$ cat src/hw/rtl/htd_ram.sv
// Generic simple dual-port RAM: one write port, one read port with registered data.
// No dependencies.
`default_nettype none

module htd_ram #(
   parameter int WIDTH = 8,
   parameter int DEPTH = 16,
   localparam int AW   = (DEPTH > 1) ? $clog2(DEPTH) : 1
) (
   input  logic             clock,
   input  logic             wr_en,
   input  logic [AW-1:0]    wr_addr,
   input  logic [WIDTH-1:0] wr_data,
   input  logic             rd_en,
   input  logic [AW-1:0]    rd_addr,
   output logic [WIDTH-1:0] rd_data
);

   logic [WIDTH-1:0] mem_ff [DEPTH];
   logic [WIDTH-1:0] rd_data_ff;

   always_ff @(posedge clock) begin
      if (wr_en) begin
         mem_ff[wr_addr] <= wr_data;
      end
      if (rd_en) begin
         rd_data_ff <= mem_ff[rd_addr];
      end
   end

   assign rd_data = rd_data_ff;

endmodule

`default_nettype wire

$ cat config.mk
export PLATFORM = sky130hd
export DESIGN_NAME = htd_ram
export DESIGN_NICKNAME = d
export VERILOG_FILES = /design/src/hw/rtl/htd_ram.sv
export SDC_FILE = /design/constraint.sdc
export NUM_CORES = 1
export LEC_CHECK = 0
export ABC_AREA = 1
export BUFFER_PORTS_ARGS = -buffer_cell sky130_fd_sc_hd__buf_2
export CAP_MARGIN = 10
export CORE_MARGIN = 4
export CORE_UTILIZATION = 65
export DETAILED_ROUTE_END_ITERATION = 12
export PLACE_DENSITY = 0.92
export SLEW_MARGIN = 5
export SYNTH_ARGS = -nofsm -noshare
export SYNTH_HDL_FRONTEND = slang
export SYNTH_SLANG_ARGS = --single-unit
$ cat constraint.sdc
create_clock -name clock -period 2.7 [get_ports clock]
set_input_delay 0.54 -clock clock [delete_from_list [all_inputs] [get_ports clock]]
set_output_delay 0.54 -clock clock [all_outputs]
set_load 0.01 [all_outputs]
## Word level (Yosys, flattened, before mapping)

Memories as Yosys holds them, arrays and structs flattened. A register that Yosys moved wholly into a read port is not among the register bits.
Index checks and enable logic that the tools add are counted.

- Bits in writable memories: 128
- Bits in registers: 0
- Output and inout port bits: 8
- Bits of input ports: 19
- Word-level logic and storage cells: 3
- Memories: 1

Memory list:

| name | words | bits a word | rd ports | clocked after memory_dff | write ports | line | RTL |
|---|---|---|---|---|---|---|---|
| mem_ff | 16 | 8 | 1 | 1 | 1 | 19 | `logic [WIDTH-1:0] mem_ff [DEPTH];` |

- Multiplexer cells: 2

Operator list:

| operator | number |
|---|---|
| 2-to-1 mux 1 bit | 2 |

## Depth between registers and ports, before layout

- Word-level depth: 2
- Depth in mapped cells: 8
- Mapped depth without buffers: 7

## Worst setup path before layout

OpenSTA, ideal clock, no wires.

- Path type: in2reg
- From: input port wr_addr[2]
- To: memory mem_ff[10][0], enable pin
- Path buffers: 0
- Arrival: 1.121 ns
- Setup slack: 1.209 ns
- Cell stages on the path: 2
- Setup time: 0.370 ns
- Required time: 2.330 ns
- Cell sequence: nand3b_1 nor2_1

RTL lines:

| element | line | RTL |
|---|---|---|
| start, declared | 12 | `input logic [AW-1:0] wr_addr,` |
| end, declared | 19 |  |

No word-level cell before the write port.

==> results.sh <==
export IMPL_dp_cells=664
export IMPL_place_congestion=0.970
export IMPL_status="complete, no violations"
export IMPL_grt_pass1_wl_um=19700
export IMPL_postCtsResizedCells=0
export IMPL_cts_clk_slew_worst_paths_ps=60
export IMPL_cts_root_buf="clkbuf_8"
export IMPL_dp_hpwl_um=8010
export IMPL_wl_per_cell_um=18.7
export IMPL_fin_nets=594
export IMPL_postCtsHoldBufs=0
export IMPL_antenna_found_initial=0
export IMPL_synth_cell_types=11
export IMPL_synth_top_area_cell="edfxtp_1"
export IMPL_port_buffers=26
export IMPL_cp_cell_sequence="buf_2 -> inv_2 -> nand3_1 -> nand3_1 -> nand3_1 -> nand2_1"
export IMPL_async_reset_ff_frac=0
export IMPL_cp_slowest_stage_delay_ps=530
export IMPL_cts_tree="yes"
export IMPL_place_area_mm2=0.00598
export IMPL_cp_required_ps=2980
export IMPL_worst_clock_skew_ps=6.40
export IMPL_h_tree_depth=4
export IMPL_arrival_ps=2100
export IMPL_syn_area_mm2=0.00585
export IMPL_critPathBufInv=2
export IMPL_synth_most_common_cell="nand2_1"
export IMPL_grt_overflow=0
export IMPL_fin_util=0.757
export IMPL_slew_headroom=0.405
export IMPL_drt_pass1_iterations=5
export IMPL_die_w_um=103
export IMPL_die_h_um=103
export IMPL_num_rows=34
export IMPL_syn_num_nets=570
export IMPL_crit_slowest_cell="buf_2"
export IMPL_critical_path_depth=6
export IMPL_clock_latency_ps=530
export IMPL_cp_top_family="buffers and inverters"
export IMPL_initialDrtViolationCount=434
export IMPL_synth_edf_count=136
export IMPL_final_fill_count=528
export IMPL_hold_depth=1
export IMPL_synth_top_cells_by_area="edfxtp_1, nand2_1, nand3_1, inv_1, buf_6"
export IMPL_synth_warning_count=0
export IMPL_syn_area_per_cell_um2=10.6
export IMPL_critPathKind="input pin to flop"
export IMPL_rsz0062_at_grt="false"
export IMPL_cts_buffers=17
export IMPL_finalCriticalPeriod_ps=1820
export IMPL_drc=0
export IMPL_vias=3950
export IMPL_finalHoldViolations=0
export IMPL_vias_per_cell=5.68
export IMPL_tightestPinTransition_ps=890
export IMPL_core_area_mm2=0.00872
export IMPL_groute_usage_overall=0.265
export IMPL_timing_rr_end="rd_data[7]$_DFFE_PP_"
export IMPL_syn_instance_count=551
export IMPL_tns_ps=0
export IMPL_multiInputGateArea_mm2=0.00121
export IMPL_antennaDiodeCount=0
export IMPL_final_cell_count_no_fill=695
export IMPL_end_kind="flop"
export IMPL_crit_path_max_fanout=33
export IMPL_cts_buffer_depth=2
export IMPL_drt_total_wl_um=13000
export IMPL_synth_top_area_frac=0.698
export IMPL_fmax_mhz=550
export IMPL_regArea_mm2=0.00408
export IMPL_post_route_cell_area_mm2=0.00660
export IMPL_hp_start="rd_en"
export IMPL_cp_common_cell="nand3_1"
export IMPL_antenna_left=0
export IMPL_finalCritPeriodShare=0.674
export IMPL_post_cts_setup_buffers=0
export IMPL_yosys_top_cells_count="nand2_1, edfxtp_1, inv_1"
export IMPL_areaGrowthSynthToFinish_pct=12.9
export IMPL_drive_gt1_frac=0.102
export IMPL_ys_flop_type="edfxtp_1"
export IMPL_yosysSeqAreaShare=0.698
export IMPL_min_to="rd_data[5]$_DFFE_PP_"
export IMPL_reg2reg_slack_ps=1500
export IMPL_drv_cap=0
export IMPL_grt_pass1_vias=3768
export IMPL_synth_ff_latch_count=136
export IMPL_cts_sinks=136
export IMPL_min_path_type="input pin to flop"
export IMPL_die_area_mm2=0.0106
export IMPL_peakVddDrop_uv=509
export IMPL_leakagePower_nw=2.85
export IMPL_drv_slew=0
export IMPL_top_level_ports=27
export IMPL_powerDensity_mw_per_mm2=772
export IMPL_setup_violations=0
export IMPL_r2r_start="mem_ff[13][7]$_DFFE_PP_"
export IMPL_reg2regPathDepth=6
export IMPL_start_util=0.670
export IMPL_worst_hold_slack_ps=387
export IMPL_grt_max_degree=65
export IMPL_startpoint_type="input pin"
-- worst max-delay path by stage --
stage	start	to	slack, ps
CTS	rd_addr[1]	rd_data[1]$_DFFE_PP_	910
detailed placement	rd_addr[1]	rd_data[1]$_DFFE_PP_	370
global placement	rd_addr[1]	rd_data[7]$_DFFE_PP_	450
global route	rd_addr[1]	rd_data[7]$_DFFE_PP_	780
floorplan	wr_addr[2]	mem_ff[10][0]$_DFFE_PP_	1210
finish	rd_addr[1]	rd_data[1]$_DFFE_PP_	880
-- where the power goes --
group | switching (W) | internal (W)
Sequential | 0.0000163 | 0.00238
Combinational | 0.000205 | 0.0000751
Clock | 0.000833 | 0.00159
-- worst register-to-register path, stage by stage (launching register included) --
cell	delay [ps]
edfxtp_1	380
inv_1	70
nand2_1	40
nand3_1	100
nand3_1	120
nand3_1	170
nand2_1	60
-- kinds of logic (layout without fill, tap and decap cells) --
| family | after synthesis | in the layout | share of synthesized area |
|---|---|---|---|
| buffers and inverters | 126 | 162 | 0.0939 |
| flip-flops | 136 | 136 | 0.698 |
| AND/OR/NAND/NOR | 289 | 289 | 0.208 |
-- registers in the layout (all words and copies together) (netlist names) --
signal / count
rd_data: 8
mem_ff: 128
-- cell usage in the layout, fill, tap and decap left out --
cell type / n
buf_2: 26
clkinvlp_4: 2
bufinv_16: 5
inv_2: 2
clkinv_4: 3
clkbuf_8: 1
clkinv_2: 2
nand3_1: 97
clkbuf_16: 16
clkbuf_1: 2
edfxtp_1: 136
buf_4: 2
nand2_1: 173
inv_1: 100
nor2_1: 17
buf_12: 1
nand3b_1: 2
-- layout make-up --
class,instances,area share
inverters,102,0.0580
multi-input cells,289,0.184
well taps,108,0.0205
clock buffers,19,0.0638
repair buffers,29,0.0250
flip-flops and latches,136,0.618
clock inverters,12,0.0305
-- metal layers --
layer | vias up | share of wire | wire [um] | track usage
met1 | 1854 | 0.37 | 4770 | 0.338
met3 | 34 | 0.099 | 1290 | 0.0602
met4 | 0 | 0.030 | 396 | 0.0996
met5 | - | 0 | 0 | 0
met2 | 234 | 0.50 | 6540 | 0.448
li1 | 1828 | - | - | -
-- per-stage QoR --
step | setup WS (ps) | total power (W)
2_1_floorplan | 1210 | 0.00261
3_3_place_gp | 447 | 0.00270
3_5_place_dp | 367 | 0.00271
4_1_cts | 908 | 0.00509
5_1_grt | 781 | 0.00522
6_report | 881 | 0.00510
No activity file was read; power rests on OpenSTA's default activity.
