<file path="config.mk">
export PLATFORM = sky130hd
export DESIGN_NAME = htd_rsp_queue
export DESIGN_NICKNAME = d
export VERILOG_FILES = /design/src/hw/rtl/htd_rsp_queue.sv
export SDC_FILE = /design/constraint.sdc
export NUM_CORES = 1
export LEC_CHECK = 0
export BUFFER_PORTS_ARGS = -buffer_cell sky130_fd_sc_hd__buf_2
export CELL_PAD_IN_SITES_DETAIL_PLACEMENT = 0
export CELL_PAD_IN_SITES_GLOBAL_PLACEMENT = 2
export CORE_ASPECT_RATIO = 0.5
export CORE_UTILIZATION = 44
export CTS_CLUSTER_DIAMETER = 150
export CTS_CLUSTER_SIZE = 30
export DETAILED_ROUTE_END_ITERATION = 8
export PLACE_DENSITY_LB_ADDON = 0.12
export SLEW_MARGIN = 40
export SYNTH_ARGS = -nofsm -noshare
export SYNTH_HDL_FRONTEND = slang
export SYNTH_SLANG_ARGS = --single-unit
</file>
<file path="constraint.sdc">
create_clock -name clock -period 4.4 [get_ports clock]
set_input_delay 0.22 -clock clock [delete_from_list [all_inputs] [get_ports clock]]
set_output_delay 0.22 -clock clock [all_outputs]
set_load 0.005 [all_outputs]
</file>
<file path="src/hw/rtl/htd_rsp_queue.sv">
// Small result queue that decouples the decode stage from the result channel.
// No dependencies; DEPTH must be a power of two.
`default_nettype none

module htd_rsp_queue #(
   parameter int WIDTH = 8,
   parameter int DEPTH = 4,
   localparam int PW   = $clog2(DEPTH),
   localparam int CW   = $clog2(DEPTH + 1)
) (
   input  logic             clock,
   input  logic             reset,
   input  logic             push_en,
   input  logic [WIDTH-1:0] push_data,
   input  logic             pop_en,
   output logic [WIDTH-1:0] head_data,
   output logic [CW-1:0]    count
);

   logic [WIDTH-1:0] slot_ff [DEPTH];
   logic [PW-1:0]    wr_ptr_ff, wr_ptr_in;
   logic [PW-1:0]    rd_ptr_ff, rd_ptr_in;
   logic [CW-1:0]    count_ff, count_in;

   always_comb begin
      wr_ptr_in = push_en ? wr_ptr_ff + PW'(1) : wr_ptr_ff;
      rd_ptr_in = pop_en  ? rd_ptr_ff + PW'(1) : rd_ptr_ff;
      count_in  = count_ff + CW'(push_en) - CW'(pop_en);
   end

   always_ff @(posedge clock) begin
      if (reset) begin
         wr_ptr_ff <= '0;
         rd_ptr_ff <= '0;
         count_ff  <= '0;
      end else begin
         wr_ptr_ff <= wr_ptr_in;
         rd_ptr_ff <= rd_ptr_in;
         count_ff  <= count_in;
      end
   end

   always_ff @(posedge clock) begin
      if (push_en) begin
         slot_ff[wr_ptr_ff] <= push_data;
      end
   end

   assign head_data = slot_ff[rd_ptr_ff];
   assign count     = count_ff;

endmodule

`default_nettype wire

</file>
---- Word level (Yosys, flattened, before mapping) ----
Memory sizes are Yosys's and may differ from the RTL's. A register that Yosys moved wholly into a read port is not among the register bits.
Cells that the tools add are included.
storage, ports and cells
  output and inout bits ................... 11
  memory bits (writable) .................. 32
  latch bits .............................. 0
  bits in registers ....................... 7
  input bits .............................. 12
  memories kept ........................... 1
  bits in read-only memories .............. 0
memory list
  name     words  bits a word  read ports  clocked after Yosys merged registers in  write ports  RTL line  RTL
  slot_ff  4      8            1           1                                        1            20        logic [WIDTH-1:0] slot_ff [DEPTH];
operators by class
  divide/modulo/power cells ............... 0
  bitwise gates (word level) .............. 0
  multiply operators ...................... 0
  $add $sub $neg .......................... 4
  reduce and logical (&&, ||, !) cells .... 0
  shift-type cells ........................ 0
  equal/unequal tests ..................... 0
  multiplexer cells ....................... 4
  order comparisons ....................... 0
operator list
  operator                                                        number
  2-bit by 1-bit adder with 2-bit output (second input constant)  2
  2-bit two-way mux                                               2
  3-bit by 1-bit adder with 3-bit output                          1
  3-bit by 1-bit subtractor with 3-bit output                     1
  1-bit two-way mux                                               2

---- Longest topological paths before layout ----
Gate-level depths: netlist of run 1.
  depth after elaboration ................. 3
  mapped depth ............................ 7
  depth with buffers taken out ............ 7

---- Least setup slack after synthesis of run 1 ----
Ideal clock, no wire load.
  path kind ............................... register to register
  start ................................... reg count_ff[0], in the netlist count[0]
  end ..................................... reg count_ff[2], in the netlist count[2]
  period minus slack after synthesis ...... 1681 ps
  arrival ................................. 1616 ps
  data required time ...................... 4336 ps
  library setup time ...................... 64 ps
  setup slack ............................. 2719 ps
  cell stages (with the launch flop) ...... 8
  cells stage by stage .................... dfxtp_1 > inv_1 > ha_1 > inv_1 > ha_1 > fa_1 > xor3_1 > nor2_1
between the ends
  longest elaborated chain between the ends .. 2
ends and longest elaborated chain
  what                                         RTL line  RTL
  start, declared                              23        logic [CW-1:0] count_ff, count_in;
  start signal, assigned                       39        count_ff <= count_in;
  3-bit by 1-bit adder with 3-bit output       28        count_in = count_ff + CW'(push_en) - CW'(pop_en);
  3-bit by 1-bit subtractor with 3-bit output  28
Every way passes these cells.
A chain may end at the register's enable or synchronous reset.

==> results of run 1 <==
==> worst reg2reg max path: cells and delay by family (launching register included) <==
family	cells	cell delay (ns)
simple gates	1	0.09
flops	1	0.34
xor+xnor	1	0.35
buf+inv	2	0.09
fa+ha+maj	3	0.82
==> cell usage after synthesis <==
master and instances:
a21bo_2 1, a21oi_1 1, and2_1 4, buf_6 1, clkbuf_2 1, dfxtp_1 9, edfxtp_1 32, fa_1 1
ha_1 6, inv_1 6, mux2i_1 1, mux4_2 8, nand3b_1 1, nor2_1 5, nor2b_1 2, xnor2_1 2
xor3_1 1
==> sequential cells by signal (all words and copies together) (netlist names), named ones only <==
name / cells
rd_ptr_ff: 2
count: 3
slot_ff: 32
wr_ptr_ff: 2
==> worst max-delay path by stage <==
stage | start | end
2_1_floorplan | count[0] | count[2]
3_3_place_gp | pop_en | count[2]
3_5_place_dp | count[0] | count[2]
4_1_cts | flop | head_data[5]
5_1_grt | flop | head_data[4]
6_report | flop | head_data[5]
==> per-layer routing <==
layer,GRT usage [%],wire [um],vias to the layer above
met5,0,0,-
met4,6.667,14,0
met3,6.343,134,2
met2,23.62,1097,20
met1,15.78,1019,383
li1,-,-,359
==> per-stage QoR <==
stage,instances,total power [W],util (%)
after global routing,158,0.0008908,57.69
after CTS,158,0.0008628,57.69
after floorplan,82,0.0005338,-
after detailed placement,150,0.0005719,54.25
final,158,0.0008519,57.69
after global placement,150,0.0005664,54.25
==> area by class of cell <==
| type | instances | area share [%] |
|---|---|---|
| clock inverter | 3 | 2.233 |
| clock buffer | 5 | 3.721 |
| timing repair buffer | 22 | 5.954 |
| tap | 48 | 3.248 |
| inverter | 6 | 1.218 |
| sequential | 41 | 61.70 |
| multi-input combinational | 33 | 21.92 |
==> power breakdown <==
group / leakage [nW] / internal, W / switching (W)
Sequential: 0.368 / 0.000445 / 0.0000169
Clock: 0.0518 / 0.000167 / 0.000124
Combinational: 0.262 / 0.0000594 / 0.0000397
Total: 0.682 / 0.000671 / 0.000181
==> cells in the final DEF, fill, tap and decap left out, types with 2 or more instances in the layout <==
cell type / netlist / layout
inv_1: 6 / 6
edfxtp_1: 32 / 32
ha_1: 6 / 6
mux4_2: 8 / 8
clkbuf_8: 0 / 5
buf_2: 0 / 22
xnor2_1: 2 / 2
nor2b_1: 2 / 2
and2_1: 4 / 4
dfxtp_1: 9 / 9
nor2_1: 5 / 5
==> logic make-up (layout without fill, tap and decap cells) <==
family                     after synthesis  after routing  share of synthesized area, %
AOI/OAI and AO/OA                        2              2                        0.9468
xor gates and xnor gates                 3              3                         2.605
adders and majority gates                7              7                         5.998
buffers and inverters                    8             36                         2.446
DFF                                     41             41                         71.98
muxes                                    9              9                         12.00
and+or+nand+nor                         12             12                         4.025
==> metrics.md, run 1 <==
| Metric | Value |
|---|---|
| Total GRT Usage | `about 14%` |
| Status | `completed` |
| Layout fillers | `about 260` |
| DR iter-0 viols | `32` |
| Post_cts resized | `0` |
| Fmax | `roughly 530 MHz` |
| RSZ-0062 raised after global routing | `no` |
| Worst vdd ir | `about 0.00022 V` |
| Postcts setup bufs | `0` |
| Die height | `roughly 44 um` |
| PD cells | `approximately 460 mW/mm^2` |
| Final slew viol count | `0` |
| Ys Warns | `0` |
| Routed len/inst | `between 10 and 15 um` |
| Layout cell share with drive strength beyond 1 | `between 30% and 40%` |
| Syn Area/Cell | `just under 20 sq um` |
| Synth Instances | `just over 80` |
| Top cells by area, synth | `edfxtp_1 (61%), dfxtp_1 (11%), mux4_2 (11%)` |
| Period Utilization, post-route | `between 40 and 50%` |
| Flops & latches, synth | `between 40 and 50` |
| Root buffer cell | `clkbuf_8` |
| Least-Margin Pin Slew | `0.5657 ns` |
| Reg2Reg Depth | `7` |
| Die W | `86.89 um` |
| First-pass GRT wire length | `3.684 mm` |
| Hpwl dp | `between 1.5 and 2 mm` |
| Crit path DAT | `between 1.5 and 2 ns` |
| Leakage dissipation | `0.6824 nW` |
| Largest net degree at the start of global routing | `14` |
| Top-area cell type share of the netlist area | `60.62%` |
| Remaining antenna violation count | `0` |
| CTS tree | `built` |
| Grt ovf | `0` |
| Setup TNS | `0 ns` |
| Required @ worst endpoint | `between 4 and 5 ns` |
| Crit path max-delay family | `flip-flops` |
| Tmin final | `1.900 ns` |
| Nets | `about 130` |
| Multi-input gate area | `about 400 sq um` |
| Startpoint types | `flop` |
| Worst skew pair latency | `0.29 ns` |
| Dpl cell area | `around 0.0017 sq mm` |
| Critical-path top delay cell | `dfxtp_1` |
| Leading area contributor after synthesis | `edfxtp_1` |
| Worst hold endpoint | `slot_ff[1][0]` |
| Worst path max stage delay | `0.68 ns` |
| Final Hold Fails | `0` |
| Number of global-route vias before repair | `between 800 and 900` |
| CTS max path bufs | `2` |
| Mapped Area | `approximately 0.0016 sq mm` |
| H-tree levels | `2` |
| Synth cell types | `17` |
| Die area | `between 0.003 and 0.004 sq mm` |
| Register Area | `approximately 0.0011 sq mm` |
| Buffers added on ports | `22` |
| Antenna Cells | `0` |
| Buffer and inverter count on the worst path | `1` |
| Cell row count | `14` |
| Register area share after synthesis | `71.98%` |
| IO Pins | `23` |
| Clock slew at reported path FFs | `around 0.080 ns` |
| RePlAce Congestion | `0.6202` |
| Core area | `0.003206 sq mm` |
| CTS Buf Count | `5` |
| Min-delay src | `push_data[0]` |
| Hold Path Depth | `1` |
| Initial antenna violation count | `0` |
| Fin Clk Skew | `approximately 0.0058 ns` |
| Setup CP Type | `flop to output pin` |
| Post-route cell area | `0.001849 sq mm` |
| Routed wire length | `2.265 mm` |
| DR vias | `about 760` |
| Slew margin rel. | `between 60% and 70%` |
| Final Hold Slack | `between 0.1 and 0.15 ns` |
| Crit. End Element | `output pin` |
| Area added between synthesis and finish | `16.65%` |
| Hold Crit Class | `input port to flop` |
| Detailed Routing Iterations Pass 1 | `4` |
| Max-cap violations | `0` |
| # setup viols final | `0` |
| Post-DR vias/cell | `between 4 and 5` |
| R2r setup slk | `around 2.7 ns` |
| Stages on worst setup path | `2` |
| CP max FO | `8` |
| Syn nets | `between 100 and 150` |
| DRC Markers | `0` |
| Worst Setup Slack, final | `2.500 ns` |
| CTS sink cnt | `slightly above 40` |
| Worst flop-to-flop path startpoint | `count[0]` |
| Ordered list of cells on the worst path | `mux4_2 > buf_2` |
| Pre-CTS setup slack | `approximately 2.6 ns` |
| Initial Util | `between 40% and 50%` |
| CTS Hold Bufs | `0` |
| Reg-to-reg critical path endpoint | `count[2]` |
No activity file was read; power rests on OpenSTA's default activity.
==> run 2, diff against run 1 <==
--- a/config.mk
+++ b/config.mk
@@ -9,7 +9,7 @@
 export CELL_PAD_IN_SITES_DETAIL_PLACEMENT = 0
 export CELL_PAD_IN_SITES_GLOBAL_PLACEMENT = 2
 export CORE_ASPECT_RATIO = 0.5
-export CORE_UTILIZATION = 44
+export CORE_UTILIZATION = 41
 export CTS_CLUSTER_DIAMETER = 150
 export CTS_CLUSTER_SIZE = 30
 export DETAILED_ROUTE_END_ITERATION = 8
==> constraint.sdc (replaced) <==
create_clock -name clock -period 1.95 [get_ports clock]
set_input_delay 0.0975 -clock clock [delete_from_list [all_inputs] [get_ports clock]]
set_output_delay 0.0975 -clock clock [all_outputs]
set_load 0.005 [all_outputs]
==> metrics.md, run 2 (synthesis results as in run 1) <==
| Metric | Value |
|---|---|
| Area added between synthesis and finish | `16.89% (was 16.65%)` |
| CTS tree | `built (unchanged)` |
| Die W | `89.94 um (was 86.89 um)` |
| # setup viols final | `0 (unchanged)` |
| First-pass GRT wire length | `3.581 mm (was 3.684 mm)` |
| Die height | `45.97 um (was 44.45 um)` |
| Buffers added on ports | `22 (unchanged)` |
| Remaining antenna violation count | `0 (unchanged)` |
| RePlAce Congestion | `0.6289 (was 0.6202)` |
| Die area | `0.004134 sq mm (was 0.003862 sq mm)` |
| Initial antenna violation count | `0 (unchanged)` |
| Least-Margin Pin Slew | `0.5516 ns (was 0.5657 ns)` |
| Worst Setup Slack, final | `0.1930 ns (was 2.500 ns)` |
| Hpwl dp | `1.591 mm (was 1.607 mm)` |
| Seq pwr share | `54.5% (was 54.2%)` |
| Hold Crit Class | `input port to flop (unchanged)` |
| Max reg flops | `32 (unchanged)` |
| Required @ worst endpoint | `1.85 ns (was 4.18 ns)` |
| Status | `completed (unchanged)` |
| DRC Markers | `0 (unchanged)` |
| Total GRT Usage | `12.85% (was 14.07%)` |
| PD cells | `1031 mW/mm^2 (was 460.6 mW/mm^2)` |
| Postcts setup bufs | `0 (unchanged)` |
| Int Pwr | `0.001513 W (was 0.0006709 W)` |
| Tot Pwr | `0.001910 W (was 0.0008519 W)` |
| Buffer and inverter count on the worst path | `1 (unchanged)` |
| CTS Hold Bufs | `0 (unchanged)` |
| Setup TNS | `0 ns (unchanged)` |
| Most frequent cells in the layout | `edfxtp_1 (32), buf_2 (22), dfxtp_1 (9), mux4_2 (8) (unchanged)` |
| Worst vdd ir | `0.0003990 V (was 0.0002204 V)` |
| Worst path max stage delay | `0.67 ns (was 0.68 ns)` |
| Root buffer cell | `clkbuf_8 (unchanged)` |
| Critical-path top delay cell | `dfxtp_1 (unchanged)` |
| Ordered list of cells on the worst path | `mux4_2 > buf_2 (unchanged)` |
| Biggest register | `slot_ff (unchanged)` |
| Period Utilization, post-route | `approximately 90%` |
| Initial Util | `44.46% (was 49.45%)` |
| Post_cts resized | `0 (unchanged)` |
| CTS max path bufs | `2 (unchanged)` |
| Tmin final | `~1.8 ns` |
| Logic pwr share | `11.6% (about the same)` |
| Largest net degree at the start of global routing | `14 (unchanged)` |
| DR iter-0 viols | `31 (was 32)` |
| Antenna Cells | `0 (unchanged)` |
| CTS sink cnt | `41 (unchanged)` |
| Commonest non-fill, non-tap cell in the layout | `edfxtp_1 (unchanged)` |
| RSZ-0062 raised after global routing | `no (unchanged)` |
| Post-DR vias/cell | `4.752 (was 4.835)` |
| Max-cap violations | `0 (unchanged)` |
| Slew margin rel. | `63.18% (was 62.23%)` |
| Routed len/inst | `13.96 um (was 14.34 um)` |
| Final slew viol count | `0 (unchanged)` |
| Core area | `0.003566 sq mm (was 0.003206 sq mm)` |
| Fmax | `around 570 MHz` |
| Dpl cell area | `0.001743 sq mm (was 0.001739 sq mm)` |
| Detailed Routing Iterations Pass 1 | `4 (unchanged)` |
| Pre-CTS setup slack | `0.2431 ns (was 2.643 ns)` |
| Worst skew pair latency | `0.28 ns (was 0.29 ns)` |
| Setup CP Type | `flop to output pin (unchanged)` |
| Post-route cell area | `0.001853 sq mm (was 0.001849 sq mm)` |
| H-tree levels | `2 (unchanged)` |
| Cell row count | `15 (was 14)` |
| Net Sw Power | `0.0003975 W (was 0.0001809 W)` |
| Crit. End Element | `output pin (unchanged)` |
| Grt ovf | `0 (unchanged)` |
| Nets | `128 (unchanged)` |
| Fin Clk Skew | `0.004850 ns (was 0.005774 ns)` |
| Routed wire length | `2.248 mm (was 2.265 mm)` |
| Startpoint types | `flop (unchanged)` |
| Leakage dissipation | `0.6824 nW (unchanged)` |
| Clock network fraction of design power | `33.9% (was 34.2%)` |
| Crit path DAT | `1.66 ns (was 1.68 ns)` |
| DR vias | `765 (was 764)` |
| Number of global-route vias before repair | `755 (was 810)` |
| Crit path max-delay family | `flip-flops (unchanged)` |
| Final Hold Fails | `0 (unchanged)` |
| IO Pins | `23 (unchanged)` |
| Sw Ratio | `20.81% (was 21.24%)` |
| CP max FO | `8 (unchanged)` |
| Layout cell share with drive strength beyond 1 | `34.55% (unchanged)` |
| CTS Buf Count | `5 (unchanged)` |
| Clock slew at reported path FFs | `0.08 ns (about the same)` |
run 2: area by class of cell:
type,instances,area [sq um]
Sequential cell,41,1141
Clock buffer,5,68.82
Inverter,6,22.52
Clock inverter,3,41.29
Tap cell,51,63.81
Timing Repair Buffer,22,110.1
Multi-Input combinational cell,33,405.4
Fill cell,313,1713
run 2: per-layer routing:
layer | vias to the layer above | part of all wire [%] | GRT usage [%]
li1 | 356 | - | -
met1 | 385 | 46 | 15.61
met2 | 19 | 48 | 20.15
met3 | 5 | 4.5 | 5.167
met4 | 0 | 1.6 | 7.742
met5 | - | 0 | 0
run 2: worst paths after layout:
| check | from | end | slack (ns) | depth (start not counted) |
|---|---|---|---|---|
| worst max-delay path | flop | head_data[7] | 0.19 | 2 |
| worst min-delay path | push_data[6] | slot_ff[0][6] | 0.02 | 1 |
| worst max register to register | count[0] | count[2] | 0.25 | 7 |
| worst min register to register | rd_ptr_ff[0] | rd_ptr_ff[1] | 0.55 | 2 |
run 2: power groups by stage:
stage | registers (W) | clock network (W) | logic (W)
floorplan | 0.00104 | 0 | 0.000159
finish | 0.00104 | 0.000647 | 0.000221
CTS | 0.00104 | 0.000672 | 0.000226
detailed placement | 0.00106 | 0 | 0.000226
global placement | 0.00106 | 0 | 0.000220
global route | 0.00105 | 0.000706 | 0.000249
run 2: stage by stage:
step           util (%)  hold slack [ns]  std cells
2_1_floorplan         -           0.1691         82
3_3_place_gp      48.88           0.3072        153
3_5_place_dp      48.88           0.3161        153
4_1_cts           51.96         0.008184        161
5_1_grt           51.96          0.01305        161
6_report          51.96          0.02280        161
